## src/design/mplm_pkg.sv

```systemverilog
// Shared widths, register indexes and reset values of the memory pressure level monitor.
// No dependencies.
package mplm_pkg;

  localparam int WM_W       = 48;
  localparam int TICK_W     = 32;
  localparam int LEVEL_W    = 3;
  localparam int EVL_W      = 3;
  localparam int CFG_IDX_W  = 3;
  localparam int CFG_DATA_W = 48;

  localparam int NUM_WATERMARKS_DEF = 4;
  localparam int NUM_WM_REGS_MAX    = 4;

  localparam logic [WM_W-1:0]  WM_MAX          = {WM_W{1'b1}};
  localparam logic [EVL_W-1:0] MAX_EVICT_RESET = 3'd2;

  localparam logic [CFG_IDX_W-1:0] REG_WM_OOM      = 3'd0;
  localparam logic [CFG_IDX_W-1:0] REG_WM_IMMINENT = 3'd1;
  localparam logic [CFG_IDX_W-1:0] REG_WM_CRITICAL = 3'd2;
  localparam logic [CFG_IDX_W-1:0] REG_WM_WARNING  = 3'd3;
  localparam logic [CFG_IDX_W-1:0] REG_DEBOUNCE    = 3'd4;
  localparam logic [CFG_IDX_W-1:0] REG_HYSTERESIS  = 3'd5;
  localparam logic [CFG_IDX_W-1:0] REG_MAX_EVICT   = 3'd6;
  localparam logic [CFG_IDX_W-1:0] REG_CONT_MODE   = 3'd7;

endpackage

```

## src/design/mplm_sample_if.sv

```systemverilog
// Sample channel: valid/ready handshake carrying one free-memory sample word.
// Depends on mplm_pkg.
interface mplm_sample_if;
  import mplm_pkg::*;

  logic              valid;
  logic              ready;
  logic [WM_W-1:0]   free_bytes;
  logic [TICK_W-1:0] now_ticks;
  logic              alloc_failed;

  modport source (output valid, free_bytes, now_ticks, alloc_failed, input ready);
  modport sink   (input valid, free_bytes, now_ticks, alloc_failed, output ready);
endinterface

```

## src/design/mplm_result_if.sv

```systemverilog
// Result channel: valid/ready handshake carrying one pressure report word.
// Depends on mplm_pkg.
interface mplm_result_if;
  import mplm_pkg::*;

  logic               valid;
  logic               ready;
  logic [LEVEL_W-1:0] level;
  logic               signal;
  logic               evict_request;
  logic [WM_W-1:0]    evict_min_bytes;
  logic               stop_continuous;
  logic               oom_flag;

  modport source (output valid, level, signal, evict_request, evict_min_bytes,
                  stop_continuous, oom_flag, input ready);
  modport sink   (input valid, level, signal, evict_request, evict_min_bytes,
                  stop_continuous, oom_flag, output ready);
endinterface

```

## src/design/memory_pressure_level_monitor_top.sv

```systemverilog
// Memory pressure level monitor: watermark banding, signal decision and eviction sizing.
// Depends on mplm_pkg, mplm_sample_if and mplm_result_if.
//
//   channel   direction  word
//   sample    in         free_bytes, now_ticks, alloc_failed
//   report    out        level, signal, evict_request, evict_min_bytes,
//                        stop_continuous, oom_flag
//   cfg       in         cfg_we, cfg_index, cfg_data (write only)
//
// One word is accepted per cycle unless a stalled report holds a full input register;
// it goes through the input register and one evaluation stage into the result register.
// A stalled report holds the result register; only an empty input register takes a word.
// Synchronous active-high rst clears the levels to normal, the tick stamp and all
// configuration registers (max_evict_level to 2).
module memory_pressure_level_monitor_top #(
  parameter int NUM_WATERMARKS = mplm_pkg::NUM_WATERMARKS_DEF
) (
  input  logic                             clk,
  input  logic                             rst,
  mplm_sample_if.sink                      sample,
  mplm_result_if.source                    report,
  input  logic                             cfg_we,
  input  logic [mplm_pkg::CFG_IDX_W-1:0]   cfg_index,
  input  logic [mplm_pkg::CFG_DATA_W-1:0]  cfg_data
);
  import mplm_pkg::*;

  localparam int LVL_W       = $clog2(NUM_WATERMARKS + 1);
  localparam int WM_IDX_W    = $clog2(NUM_WATERMARKS);
  localparam int NUM_WM_REGS = (NUM_WATERMARKS < NUM_WM_REGS_MAX) ? NUM_WATERMARKS
                                                                   : NUM_WM_REGS_MAX;
  localparam int WR_IDX_W    = $clog2(NUM_WM_REGS);
  localparam int CMP_W       = (LVL_W > EVL_W) ? LVL_W : EVL_W;
  localparam logic [LVL_W-1:0] LVL_TOP = LVL_W'(NUM_WATERMARKS);

  // configuration
  logic [WM_W-1:0]   wm_reg [NUM_WM_REGS];
  logic [WM_W-1:0]   debounce;
  logic [TICK_W-1:0] hysteresis;
  logic [EVL_W-1:0]  max_evict;
  logic              cont_mode;

  // running state
  logic [LVL_W-1:0]  cur_level;
  logic [LVL_W-1:0]  sig_level;
  logic [TICK_W-1:0] last_time;

  // input register
  logic              s_valid;
  logic [WM_W-1:0]   s_free;
  logic [TICK_W-1:0] s_now;
  logic              s_failed;

  // result register
  logic               o_valid;
  logic [LEVEL_W-1:0] o_level;
  logic               o_signal;
  logic               o_evict;
  logic [WM_W-1:0]    o_min_bytes;
  logic               o_stop;
  logic               o_oom;

  logic adv;

  logic [WM_W-1:0]     wm_eff [NUM_WATERMARKS];
  logic [LVL_W-1:0]    lo_lvl;
  logic [WM_IDX_W-1:0] lo_idx;
  logic [WM_IDX_W-1:0] up_idx;
  logic [WM_W-1:0]     lo_wm;
  logic [WM_W-1:0]     lower;
  logic [WM_W:0]       upper;
  logic                in_band;
  logic [LVL_W-1:0]    cnt;
  logic [LVL_W-1:0]    level_next;
  logic [TICK_W-1:0]   elapsed;
  logic                worse;
  logic                sig;
  logic [CMP_W-1:0]    lvl_c;
  logic [CMP_W-1:0]    mel_c;
  logic                evict;
  logic                stop;
  logic [WM_IDX_W-1:0] t_idx;
  logic [WM_W:0]       target;
  logic [WM_W:0]       shortfall;
  logic [WM_W-1:0]     min_bytes;

  for (genvar i = 0; i < NUM_WATERMARKS; i++) begin : g_wm
    if (i < NUM_WM_REGS) begin : g_reg
      assign wm_eff[i] = wm_reg[i];
    end else begin : g_fixed
      assign wm_eff[i] = WM_MAX;
    end
  end

  assign adv          = s_valid && (!o_valid || report.ready);
  assign sample.ready = !s_valid || adv;

  // band of the current level, widened by debounce
  always_comb begin
    lo_lvl  = cur_level - 1'b1;
    lo_idx  = (cur_level != '0) ? lo_lvl[WM_IDX_W-1:0] : '0;
    up_idx  = (cur_level < LVL_TOP) ? cur_level[WM_IDX_W-1:0] : '0;
    lo_wm   = wm_eff[lo_idx];
    lower   = (lo_wm > debounce) ? lo_wm - debounce : '0;
    upper   = {1'b0, wm_eff[up_idx]} + {1'b0, debounce};
    in_band = ((cur_level == '0) || (s_free >= lower)) &&
              ((cur_level == LVL_TOP) || ({1'b0, s_free} <= upper));
  end

  // first watermark not below the sample
  always_comb begin
    cnt = LVL_TOP;
    for (int i = NUM_WATERMARKS - 1; i >= 0; i--) begin
      if (!(s_free > wm_eff[i])) cnt = LVL_W'(i);
    end
  end

  always_comb begin
    priority if (s_failed) level_next = '0;
    else if (in_band)      level_next = cur_level;
    else                   level_next = cnt;

    elapsed = s_now - last_time;
    worse   = level_next < sig_level;
    sig     = worse || (elapsed >= hysteresis);
    lvl_c   = CMP_W'(level_next);
    mel_c   = CMP_W'(max_evict);
    evict   = worse && (lvl_c <= mel_c) && (level_next != '0);
    stop    = sig && !evict && cont_mode && (lvl_c > mel_c);

    t_idx     = (mel_c > CMP_W'(NUM_WATERMARKS - 1)) ? WM_IDX_W'(NUM_WATERMARKS - 1)
                                                      : mel_c[WM_IDX_W-1:0];
    target    = {1'b0, wm_eff[t_idx]} + {1'b0, debounce};
    shortfall = target - {1'b0, s_free};
    min_bytes = (evict && ({1'b0, s_free} < target)) ? shortfall[WM_W:1] : '0;
  end

  always_ff @(posedge clk) begin
    if (rst) begin
      for (int i = 0; i < NUM_WM_REGS; i++) wm_reg[i] <= '0;
      debounce   <= '0;
      hysteresis <= '0;
      max_evict  <= MAX_EVICT_RESET;
      cont_mode  <= 1'b0;
    end else if (cfg_we) begin
      unique case (cfg_index)
        REG_WM_OOM, REG_WM_IMMINENT, REG_WM_CRITICAL, REG_WM_WARNING: begin
          if (cfg_index < CFG_IDX_W'(NUM_WM_REGS)) begin
            wm_reg[cfg_index[WR_IDX_W-1:0]] <= cfg_data[WM_W-1:0];
          end
        end
        REG_DEBOUNCE:   debounce   <= cfg_data[WM_W-1:0];
        REG_HYSTERESIS: hysteresis <= cfg_data[TICK_W-1:0];
        REG_MAX_EVICT:  max_evict  <= cfg_data[EVL_W-1:0];
        REG_CONT_MODE:  cont_mode  <= cfg_data[0];
        default: ;
      endcase
    end
  end

  always_ff @(posedge clk) begin
    if (rst) begin
      s_valid <= 1'b0;
    end else if (sample.ready) begin
      s_valid <= sample.valid;
    end
  end

  always_ff @(posedge clk) begin
    if (sample.valid && sample.ready) begin
      s_free   <= sample.free_bytes;
      s_now    <= sample.now_ticks;
      s_failed <= sample.alloc_failed;
    end
  end

  always_ff @(posedge clk) begin
    if (rst) begin
      cur_level <= LVL_TOP;
      sig_level <= LVL_TOP;
      last_time <= '0;
      o_valid   <= 1'b0;
    end else begin
      if (adv) begin
        cur_level <= level_next;
        last_time <= s_now;
        if (sig) sig_level <= level_next;
        o_valid <= 1'b1;
      end else if (report.ready) begin
        o_valid <= 1'b0;
      end
    end
  end

  always_ff @(posedge clk) begin
    if (adv) begin
      o_level     <= LEVEL_W'(level_next);
      o_signal    <= sig;
      o_evict     <= evict;
      o_min_bytes <= min_bytes;
      o_stop      <= stop;
      o_oom       <= sig && (level_next == '0);
    end
  end

  assign report.valid           = o_valid;
  assign report.level           = o_level;
  assign report.signal          = o_signal;
  assign report.evict_request   = o_evict;
  assign report.evict_min_bytes = o_min_bytes;
  assign report.stop_continuous = o_stop;
  assign report.oom_flag        = o_oom;

endmodule

```

## src/flat_wrapper.sv

```systemverilog
// flat-port wrapper written by rule: the top's interface ports become plain ports
module memory_pressure_level_monitor_top_flat import mplm_pkg::*;
#(
  parameter int NUM_WATERMARKS = mplm_pkg::NUM_WATERMARKS_DEF
)
  (clk, rst, cfg_we, cfg_index, cfg_data, sample_valid, sample_free_bytes, sample_now_ticks, sample_alloc_failed, sample_ready, report_valid, report_level, report_signal, report_evict_request, report_evict_min_bytes, report_stop_continuous, report_oom_flag, report_ready);
  mplm_sample_if sample_i ();
  mplm_result_if report_i ();
  input  logic clk;
  input  logic rst;
  input  logic cfg_we;
  input  logic [mplm_pkg::CFG_IDX_W-1:0] cfg_index;
  input  logic [mplm_pkg::CFG_DATA_W-1:0] cfg_data;
  input wire logic [$bits(sample_i.valid)-1:0] sample_valid;
  input wire logic [$bits(sample_i.free_bytes)-1:0] sample_free_bytes;
  input wire logic [$bits(sample_i.now_ticks)-1:0] sample_now_ticks;
  input wire logic [$bits(sample_i.alloc_failed)-1:0] sample_alloc_failed;
  output wire logic [$bits(sample_i.ready)-1:0] sample_ready;
  output wire logic [$bits(report_i.valid)-1:0] report_valid;
  output wire logic [$bits(report_i.level)-1:0] report_level;
  output wire logic [$bits(report_i.signal)-1:0] report_signal;
  output wire logic [$bits(report_i.evict_request)-1:0] report_evict_request;
  output wire logic [$bits(report_i.evict_min_bytes)-1:0] report_evict_min_bytes;
  output wire logic [$bits(report_i.stop_continuous)-1:0] report_stop_continuous;
  output wire logic [$bits(report_i.oom_flag)-1:0] report_oom_flag;
  input wire logic [$bits(report_i.ready)-1:0] report_ready;
  assign sample_i.valid = sample_valid;
  assign sample_i.free_bytes = sample_free_bytes;
  assign sample_i.now_ticks = sample_now_ticks;
  assign sample_i.alloc_failed = sample_alloc_failed;
  assign sample_ready = sample_i.ready;
  assign report_valid = report_i.valid;
  assign report_level = report_i.level;
  assign report_signal = report_i.signal;
  assign report_evict_request = report_i.evict_request;
  assign report_evict_min_bytes = report_i.evict_min_bytes;
  assign report_stop_continuous = report_i.stop_continuous;
  assign report_oom_flag = report_i.oom_flag;
  assign report_i.ready = report_ready;
  memory_pressure_level_monitor_top #(.NUM_WATERMARKS(NUM_WATERMARKS)) u_core (.clk(clk), .rst(rst), .sample(sample_i), .report(report_i), .cfg_we(cfg_we), .cfg_index(cfg_index), .cfg_data(cfg_data));
endmodule
```

## config.mk

```make
export PLATFORM = sky130hd
export DESIGN_NAME = memory_pressure_level_monitor_top_flat
export DESIGN_NICKNAME = d
export VERILOG_FILES = /design/src/design/mplm_pkg.sv /design/src/design/mplm_sample_if.sv /design/src/design/mplm_result_if.sv /design/src/design/memory_pressure_level_monitor_top.sv /design/src/flat_wrapper.sv
export SDC_FILE = /design/constraint.sdc
export NUM_CORES = 2
export LEC_CHECK = 0
export BUFFER_PORTS_ARGS = -buffer_cell sky130_fd_sc_hd__buf_2
export CAP_MARGIN = 15
export CORE_MARGIN = 4
export CORE_UTILIZATION = 44
export CTS_BUF_LIST = sky130_fd_sc_hd__clkbuf_4 sky130_fd_sc_hd__clkbuf_8
export DETAILED_ROUTE_END_ITERATION = 10
export PLACE_DENSITY_LB_ADDON = 0.3
export SLEW_MARGIN = 20
export SYNTH_ARGS = -nofsm -noshare
export SYNTH_HDL_FRONTEND = slang
export SYNTH_SLANG_ARGS = --single-unit
export TNS_END_PERCENT = 10
```

## constraint.sdc

```tcl
create_clock -name clk -period 10 [get_ports clk]
set_input_delay 0 -clock clk [delete_from_list [all_inputs] [get_ports clk]]
set_output_delay 0 -clock clk [all_outputs]
set_load 0.01 [all_outputs]
```

**Word-level counts from Yosys, hierarchy flattened**

Memories as Yosys holds them, arrays and structs flattened.
Cells that the tools add are included.
Widths: inputs -> output; s select.

- Bits in registers: 260
- RAM bits: 192
- Bits of input ports: 137
- Output and inout bits: 57
- Word-level logic and storage cells: 116
- Memories: 1

- Add/subtract/negate cells: 6
- $lt $le $gt $ge: 18
- Equality and inequality tests: 8
- Muxes and demuxes: 31
- Bitwise operators: 3
- Reduce and logical (&&, ||, !) cells: 31

Memory list:

| memory | words | bits a word | read ports | clocked after memory_dff | write ports | RTL line | RTL |
|---|---|---|---|---|---|---|---|
| u_core.wm_reg | 4 | 48 | 4 | 0 | 4 | memory_pressure_level_monitor_top.sv:37 | `logic [WM_W-1:0] wm_reg [NUM_WM_REGS];` |

Operator list:

| operator | number |
|---|---|
| $mux 48 | 8 |
| $bmux 48 s2 | 3 |
| $gt 48x48->1 | 5 |
| $add 48x48->49 | 2 |
| $le 48x49->1 | 1 |
| $lt 48x49->1 | 1 |
| $sub 49x48->49 | 1 |
| $ge 48x48->1 | 1 |
| $reduce_or 48->1 | 1 |
| $sub 48x48->48 | 1 |
| $ge 32x32->1 | 1 |
| $sub 32x32->32 | 1 |
| $mux 3 | 6 |
| $eq 3x3->1 const B | 5 |
| $logic_and 1x1->1 | 10 |
| $mux 1 | 10 |
| $reduce_and 2->1 | 5 |
| $ge 3x3->1 const B | 3 |
| $logic_not 3->1 | 3 |
| $not 2->3 | 3 |
| $mux 2 | 4 |
| $eq 3x2->1 const B | 2 |
| $lt 3x3->1 const B | 2 |
| $reduce_bool 3->1 | 2 |
| other kinds (10) | 16 |

**Longest topological paths before layout**

- Word-level depth: 20
- Mapped depth: 42
- Depth with buffers taken out: 38

**Worst setup path after synthesis**

No wires, ideal clock.

- Kind: reg-to-reg
- Start: reg u_core.cur_level[1]
- End: reg u_core.o_min_bytes[25], in the netlist u_core.report.evict_min_bytes[25], data pin
- Library setup time: 131 ps
- Arrival time: 8292 ps
- Data required time: 9869 ps
- Slack: 1577 ps
- Cell stages (with the launch flop): 39
- Path buffers: 6
- Period minus slack after synthesis: 8423 ps
- Cells stage by stage: dfxtp_1 -> inv_2 -> nand2_1 -> nor2_1 -> a21oi_1 -> buf_1 -> clkbuf_1 -> clkbuf_1 -> mux4_2 -> ha_1 -> clkbuf_1 -> nand2_1 -> nor3_1 -> and3_1 -> o211ai_1 -> a21oi_1 -> nor2_1 -> o31ai_1 -> [3 not listed] -> ha_1 -> nand4_1 -> nor2_1 -> nand3_1 -> or3_1 -> o22a_1 -> o2bb2ai_4 -> or2_2 -> a21oi_1 -> ha_1 -> a21o_1 -> a21oi_1 -> a31oi_1 -> or2_2 -> a2111oi_4 -> buf_6 -> buf_6 -> and2_1

- Longest elaborated chain between the ends: 17
- Elaborated cells between the ends (all ways): 32
- Those cells by class: add/sub: 3; order compare: 6; eq/ne: 1; mux: 11; bitwise: 2; reduce/logical: 9

Ends and longest elaborated chain:

| what | RTL line | RTL |
|---|---|---|
| start, declared | memory_pressure_level_monitor_top.sv:44 | `logic [LVL_W-1:0] cur_level;` |
| start signal, assigned | memory_pressure_level_monitor_top.sv:185 | `cur_level <= level_next;` |
| $sub 2x1->2 or $reduce_bool 3->1 (tied branches) | memory_pressure_level_monitor_top.sv:100, memory_pressure_level_monitor_top.sv:101 |  |
| $mux 2 | memory_pressure_level_monitor_top.sv:101 | `lo_idx = (cur_level != '0) ? lo_lvl[WM_IDX_W-1:0] : '0;` |
| $not 2->3 (implied by the code) | memory_pressure_level_monitor_top.sv:103 | `lo_wm = wm_eff[lo_idx];` |
| $bmux 48 s2 | memory_pressure_level_monitor_top.sv:103 |  |
| $mux 48 (implied by the code) (2 in a row) | memory_pressure_level_monitor_top.sv:103 |  |
| $sub 48x48->48 or $gt 48x48->1 (tied branches) | memory_pressure_level_monitor_top.sv:104 | `lower = (lo_wm > debounce) ? lo_wm - debounce : '0;` |
| $mux 48 | memory_pressure_level_monitor_top.sv:104 |  |
| $ge 48x48->1 | memory_pressure_level_monitor_top.sv:106 | `in_band = ((cur_level == '0) \|\| (s_free >= lower)) &&` |
| $logic_or 1x1->1 | memory_pressure_level_monitor_top.sv:106 |  |
| $logic_and 1x1->1 | memory_pressure_level_monitor_top.sv:106 |  |
| $mux 3 * | memory_pressure_level_monitor_top.sv:120 | `else if (in_band) level_next = cur_level;` |
| $mux 3 * | memory_pressure_level_monitor_top.sv:119 | `priority if (s_failed) level_next = '0;` |
| named net u_core.level_next[1] | memory_pressure_level_monitor_top.sv:74 | `logic [LVL_W-1:0] level_next;` |
| $lt 3x3->1 or $le 3x3->1 (tied branches) | memory_pressure_level_monitor_top.sv:124, memory_pressure_level_monitor_top.sv:128 |  |
| $logic_and 1x1->1 | memory_pressure_level_monitor_top.sv:128 | `evict = worse && (lvl_c <= mel_c) && (level_next != '0);` |
| $logic_and 1x1->1 * | memory_pressure_level_monitor_top.sv:128 |  |
| $logic_and 1x1->1 * | memory_pressure_level_monitor_top.sv:135 | `min_bytes = (evict && ({1'b0, s_free} < target)) ? shortfall[WM_W:1] : '0;` |
| end signal, assigned | memory_pressure_level_monitor_top.sv:200 | `o_min_bytes <= min_bytes;` |
| end, declared | memory_pressure_level_monitor_top.sv:59 | `logic [WM_W-1:0] o_min_bytes;` |

The timed path passes the listed nets; every way through them passes the cells marked *. The select of a mux whose other input is x is not followed.
A chain may end at the register's enable or synchronous reset.

**Worst setup path in the final report**

- Start: reg u_core.cur_level[0]
- End: reg u_core.o_min_bytes[13], in the netlist u_core.report.evict_min_bytes[13], data pin

- Longest elaborated chain between the ends: 17
- Elaborated cells between the ends (all ways): 32
- Those cells by class: add/sub: 3; order compare: 6; eq/ne: 1; mux: 11; bitwise: 2; reduce/logical: 9

Ends and longest elaborated chain:

| what | RTL line |
|---|---|
| $sub 2x1->2 or $reduce_bool 3->1 (tied branches) | memory_pressure_level_monitor_top.sv:100, memory_pressure_level_monitor_top.sv:101 |
| $mux 2 | memory_pressure_level_monitor_top.sv:101 |
| $not 2->3 (implied by the code) | memory_pressure_level_monitor_top.sv:103 |
| $bmux 48 s2 | memory_pressure_level_monitor_top.sv:103 |
| $mux 48 (implied by the code) (2 in a row) | memory_pressure_level_monitor_top.sv:103 |
| $sub 48x48->48 or $gt 48x48->1 (tied branches) | memory_pressure_level_monitor_top.sv:104 |
| $mux 48 | memory_pressure_level_monitor_top.sv:104 |
| $ge 48x48->1 | memory_pressure_level_monitor_top.sv:106 |
| $logic_or 1x1->1 | memory_pressure_level_monitor_top.sv:106 |
| $logic_and 1x1->1 * | memory_pressure_level_monitor_top.sv:106 |
| $mux 3 * | memory_pressure_level_monitor_top.sv:120 |
| $mux 3 * | memory_pressure_level_monitor_top.sv:119 |
| named net u_core.level_next[2] | memory_pressure_level_monitor_top.sv:74 |
| $lt 3x3->1 or $le 3x3->1 (tied branches) | memory_pressure_level_monitor_top.sv:124, memory_pressure_level_monitor_top.sv:128 |
| $logic_and 1x1->1 | memory_pressure_level_monitor_top.sv:128 |
| $logic_and 1x1->1 * | memory_pressure_level_monitor_top.sv:128 |
| $logic_and 1x1->1 * | memory_pressure_level_monitor_top.sv:135 |

Marked as above.

==> flow_metrics.env <==
export IMPL_status="completed"
export IMPL_grt_max_degree=77
export IMPL_synth_cell_area_um2=39380
export IMPL_start_kind="flip-flop"
export IMPL_period_share_pct=93.39
export IMPL_rsz0062_at_grt="false"
export IMPL_netlist_top_cells_count="nand2_1 (657), ha_1 (548), inv_1 (473), a21oi_1 (421), nor2_1 (383)"
export IMPL_fin_tns_setup_ns=0
export IMPL_fmax_mhz=107.1
export IMPL_drtIter0Drc=3966
export IMPL_synth_seq_cells=452
export IMPL_cts_root_buf="clkbuf_8"
export IMPL_grt_util_all_layers_pct=29.52
export IMPL_grt_pass1_wl_um=213100
export IMPL_syn_avg_cell_area_um2=8.473
export IMPL_vdd_drop_max_v=0.0001172
export IMPL_ys_async_sr_fraction_pct=0
export IMPL_drv_cap=0
export IMPL_die_width_um=307.2
export IMPL_yosysSeqAreaShare_pct=31.31
export IMPL_multi_input_area_um2=24740
export IMPL_gp_congestion=1.031
export IMPL_fin_util_pct=51.64
export IMPL_overflow=0
export IMPL_reg2regPathDepth=31
export IMPL_num_vias=37090
export IMPL_ys_types=89
export IMPL_initial_core_util_pct=44.43
export IMPL_min_delay_start="cfg_data[42]"
export IMPL_ant_nets=0
export IMPL_clk_insertion_delay_late_ns=0.79
export IMPL_seq_area_um2=12340
export IMPL_filler_cell_count=8379
export IMPL_io_buffers=193
export IMPL_cts_buffer_depth=3
export IMPL_rows=109
export IMPL_die_h_um=307.2
export IMPL_ioPinCount=194
export IMPL_drtPass1Iterations=6
export IMPL_core_um2=88650
export IMPL_grt_pass1_vias=35420
export IMPL_post_drt_wl_per_cell_um=22.79
export IMPL_final_setup_viol_count=0
export IMPL_synthCells=4648
export IMPL_via_per_inst=5.915
export IMPL_r2r_start="u_core.cur_level[0]$_SDFFE_PP0P_"
export IMPL_timing_worst_setup_path_type="flip-flop to flip-flop"
export IMPL_max_slew_margin_rel_pct=21.25
export IMPL_dp_hpwl_um=106400
export IMPL_finalHoldViolCount=0
export IMPL_synth_edf_count=328
export IMPL_synth_top_area_share_pct=25.01
export IMPL_cts_tree="done"
export IMPL_synth_warning_count=0
export IMPL_rr_endpoint="u_core.report.evict_min_bytes[13]$_SDFFCE_PN0P_"
export IMPL_finalWirelength_um=142900
export IMPL_syn2layout_area_growth_pct=16.23
export IMPL_largest_reg_flops=192
export IMPL_syn_num_nets=5338
export IMPL_skew_ns=0.08805
export IMPL_hold_path_class="input pin to flip-flop"
export IMPL_cts_clk_slew_worst_paths_ns=0.06
export IMPL_synthMostInstantiatedCell="nand2_1"
export IMPL_cpMaxStageDelayCell="mux4_2"
export IMPL_p_leak_nw=20.01
export IMPL_maxSlewViolCount=0
export IMPL_path_max_fanout=48
export IMPL_synth_flop_cell="edfxtp_1"
export IMPL_worstPathArrival_ns=9.91
export IMPL_antenna_found_initial=4
export IMPL_drive_gt1_share_pct=9.663
export IMPL_critPathCaptureType="flip-flop"
export IMPL_critPathRequiredTime_ns=10.57
export IMPL_die_area_um2=94360
export IMPL_whs_endpoint="u_core.debounce[42]$_SDFFE_PP0P_"
export IMPL_pwr_density_cell_nw_per_um2=141.7
export IMPL_r2r_slack_ns=0.66
export IMPL_hold_depth=4
export IMPL_yosys_top_cells_area="edfxtp_1 (25%), ha_1 (17%), dfxtp_1 (6.3%)"
export IMPL_h_tree_depth=3
export IMPL_cp_common_cell="a21oi_1"
export IMPL_period_minus_slack_ns=9.339
export IMPL_tightest_slew_ns=1.171
export IMPL_cts_sinks=452
export IMPL_nNetsFinal=5724
export IMPL_power_total_w=0.006487
export IMPL_max_stage_delay_ns=0.61
export IMPL_synth_largest_area_cell="edfxtp_1"
export IMPL_drc_errors=0
export IMPL_cts_buffers=83
==> logic make-up (layout without fill, tap and decap cells) <==
logic type               after synthesis  count (layout)  synth area share (%)
XOR/XNOR                             183             183                 4.070
flip-flops                           452             452                 31.31
buffers and inverters                636            1090                 6.151
multiplexers                          63              63                 3.066
AND/OR/NAND/NOR                     1506            1506                 17.29
adder cells (fa/ha/maj)              553             553                 17.66
other                                  0               3                     0
AO/OA/AOI/OAI                       1255            1255                 20.45
==> cell type report <==
class                   instances  area share (%)
clock buffers                 124           3.332
multi-input cells            3560           54.05
clock inverters                29          0.7080
inverters                     474           3.892
repair buffers                463           7.870
well taps                    1165           3.184
diodes                          3         0.01640
flip-flops and latches        452           26.95
==> worst max path at each step <==
stage          cells past startpoint                             start                                               to
2_1_floorplan                     38  u_core.cur_level[1]$_SDFFE_PP0P_  u_core.report.evict_min_bytes[25]$_SDFFCE_PN0P_
3_3_place_gp                      35  u_core.cur_level[1]$_SDFFE_PP0P_  u_core.report.evict_min_bytes[13]$_SDFFCE_PN0P_
3_5_place_dp                      33  u_core.cur_level[1]$_SDFFE_PP0P_  u_core.report.evict_min_bytes[13]$_SDFFCE_PN0P_
4_1_cts                           33  u_core.cur_level[1]$_SDFFE_PP0P_  u_core.report.evict_min_bytes[30]$_SDFFCE_PN0P_
5_1_grt                           30  u_core.cur_level[1]$_SDFFE_PP0P_  u_core.report.evict_min_bytes[13]$_SDFFCE_PN0P_
6_report                          31  u_core.cur_level[0]$_SDFFE_PP0P_  u_core.report.evict_min_bytes[13]$_SDFFCE_PN0P_
==> stage by stage <==
step,setup slack [ns],area [um^2],hold WS [ns],std cells
floorplan,1.577,39380,0.09887,4648
global placement,0.8332,41620,0.1763,5886
detailed placement,0.6584,41620,0.1781,5886
CTS,0.5943,45730,0.02077,6265
global route,0.0001137,45770,0.05667,6269
finish,0.6614,45770,0.07532,6270
==> worst max-delay path: cells and delay by family (launching register included) <==
kind	cells	cell delay (ns)
flops	1	0.57
simple gates	11	2.50
buf+inv	3	0.96
mux	2	0.99
fa+ha+maj	3	1.02
compound gates	12	3.03
==> layer usage <==
metal	part of all wire (%)	track usage, %	vias up	routed length [um]
met5	0	0	-	0
met2	42	44.30	1851	59800
met1	43	40.92	17460	61660
met4	3.9	11.04	0	5640
li1	-	-	17470	-
met3	11	7.778	312	15790
==> report_power, final <==
group,switching [W],internal (W)
combinational,0.00128,0.000924
clock,0.000861,0.00114
sequential,0.000150,0.00213
==> cell usage in the layout, fill, tap and decap left out, types with 29 or more instances in the layout <==
master           n
nand4_1         77
nor3_1          31
nand2_1        655
clkbuf_8        95
nor2_1         379
inv_1          471
dlygate4sd3_1  226
xnor2_1        113
nand2b_1        48
ha_1           548
o21a_1          37
nor2b_1         51
a31oi_1        114
edfxtp_1       328
dfxtp_1        123
and2_1          47
buf_4           41
and3_1          36
o21ai_0        164
mux4_2          46
o21bai_1        33
clkbuf_4        29
o211ai_1        29
buf_2          192
a21o_1         169
xor2_1          70
a211oi_1       128
a21oi_1        420
nand3_1         66
==> repair_timing <==
action / in CTS / in global routing
hold endpoints to repair: 424 / 0
resized for setup: 0 / 2
buffers inserted: 0 / 2
endpoints found under the setup margin: 0 / 48
hold buffers: 226 / 0
(Power assumes the default switching activity.)
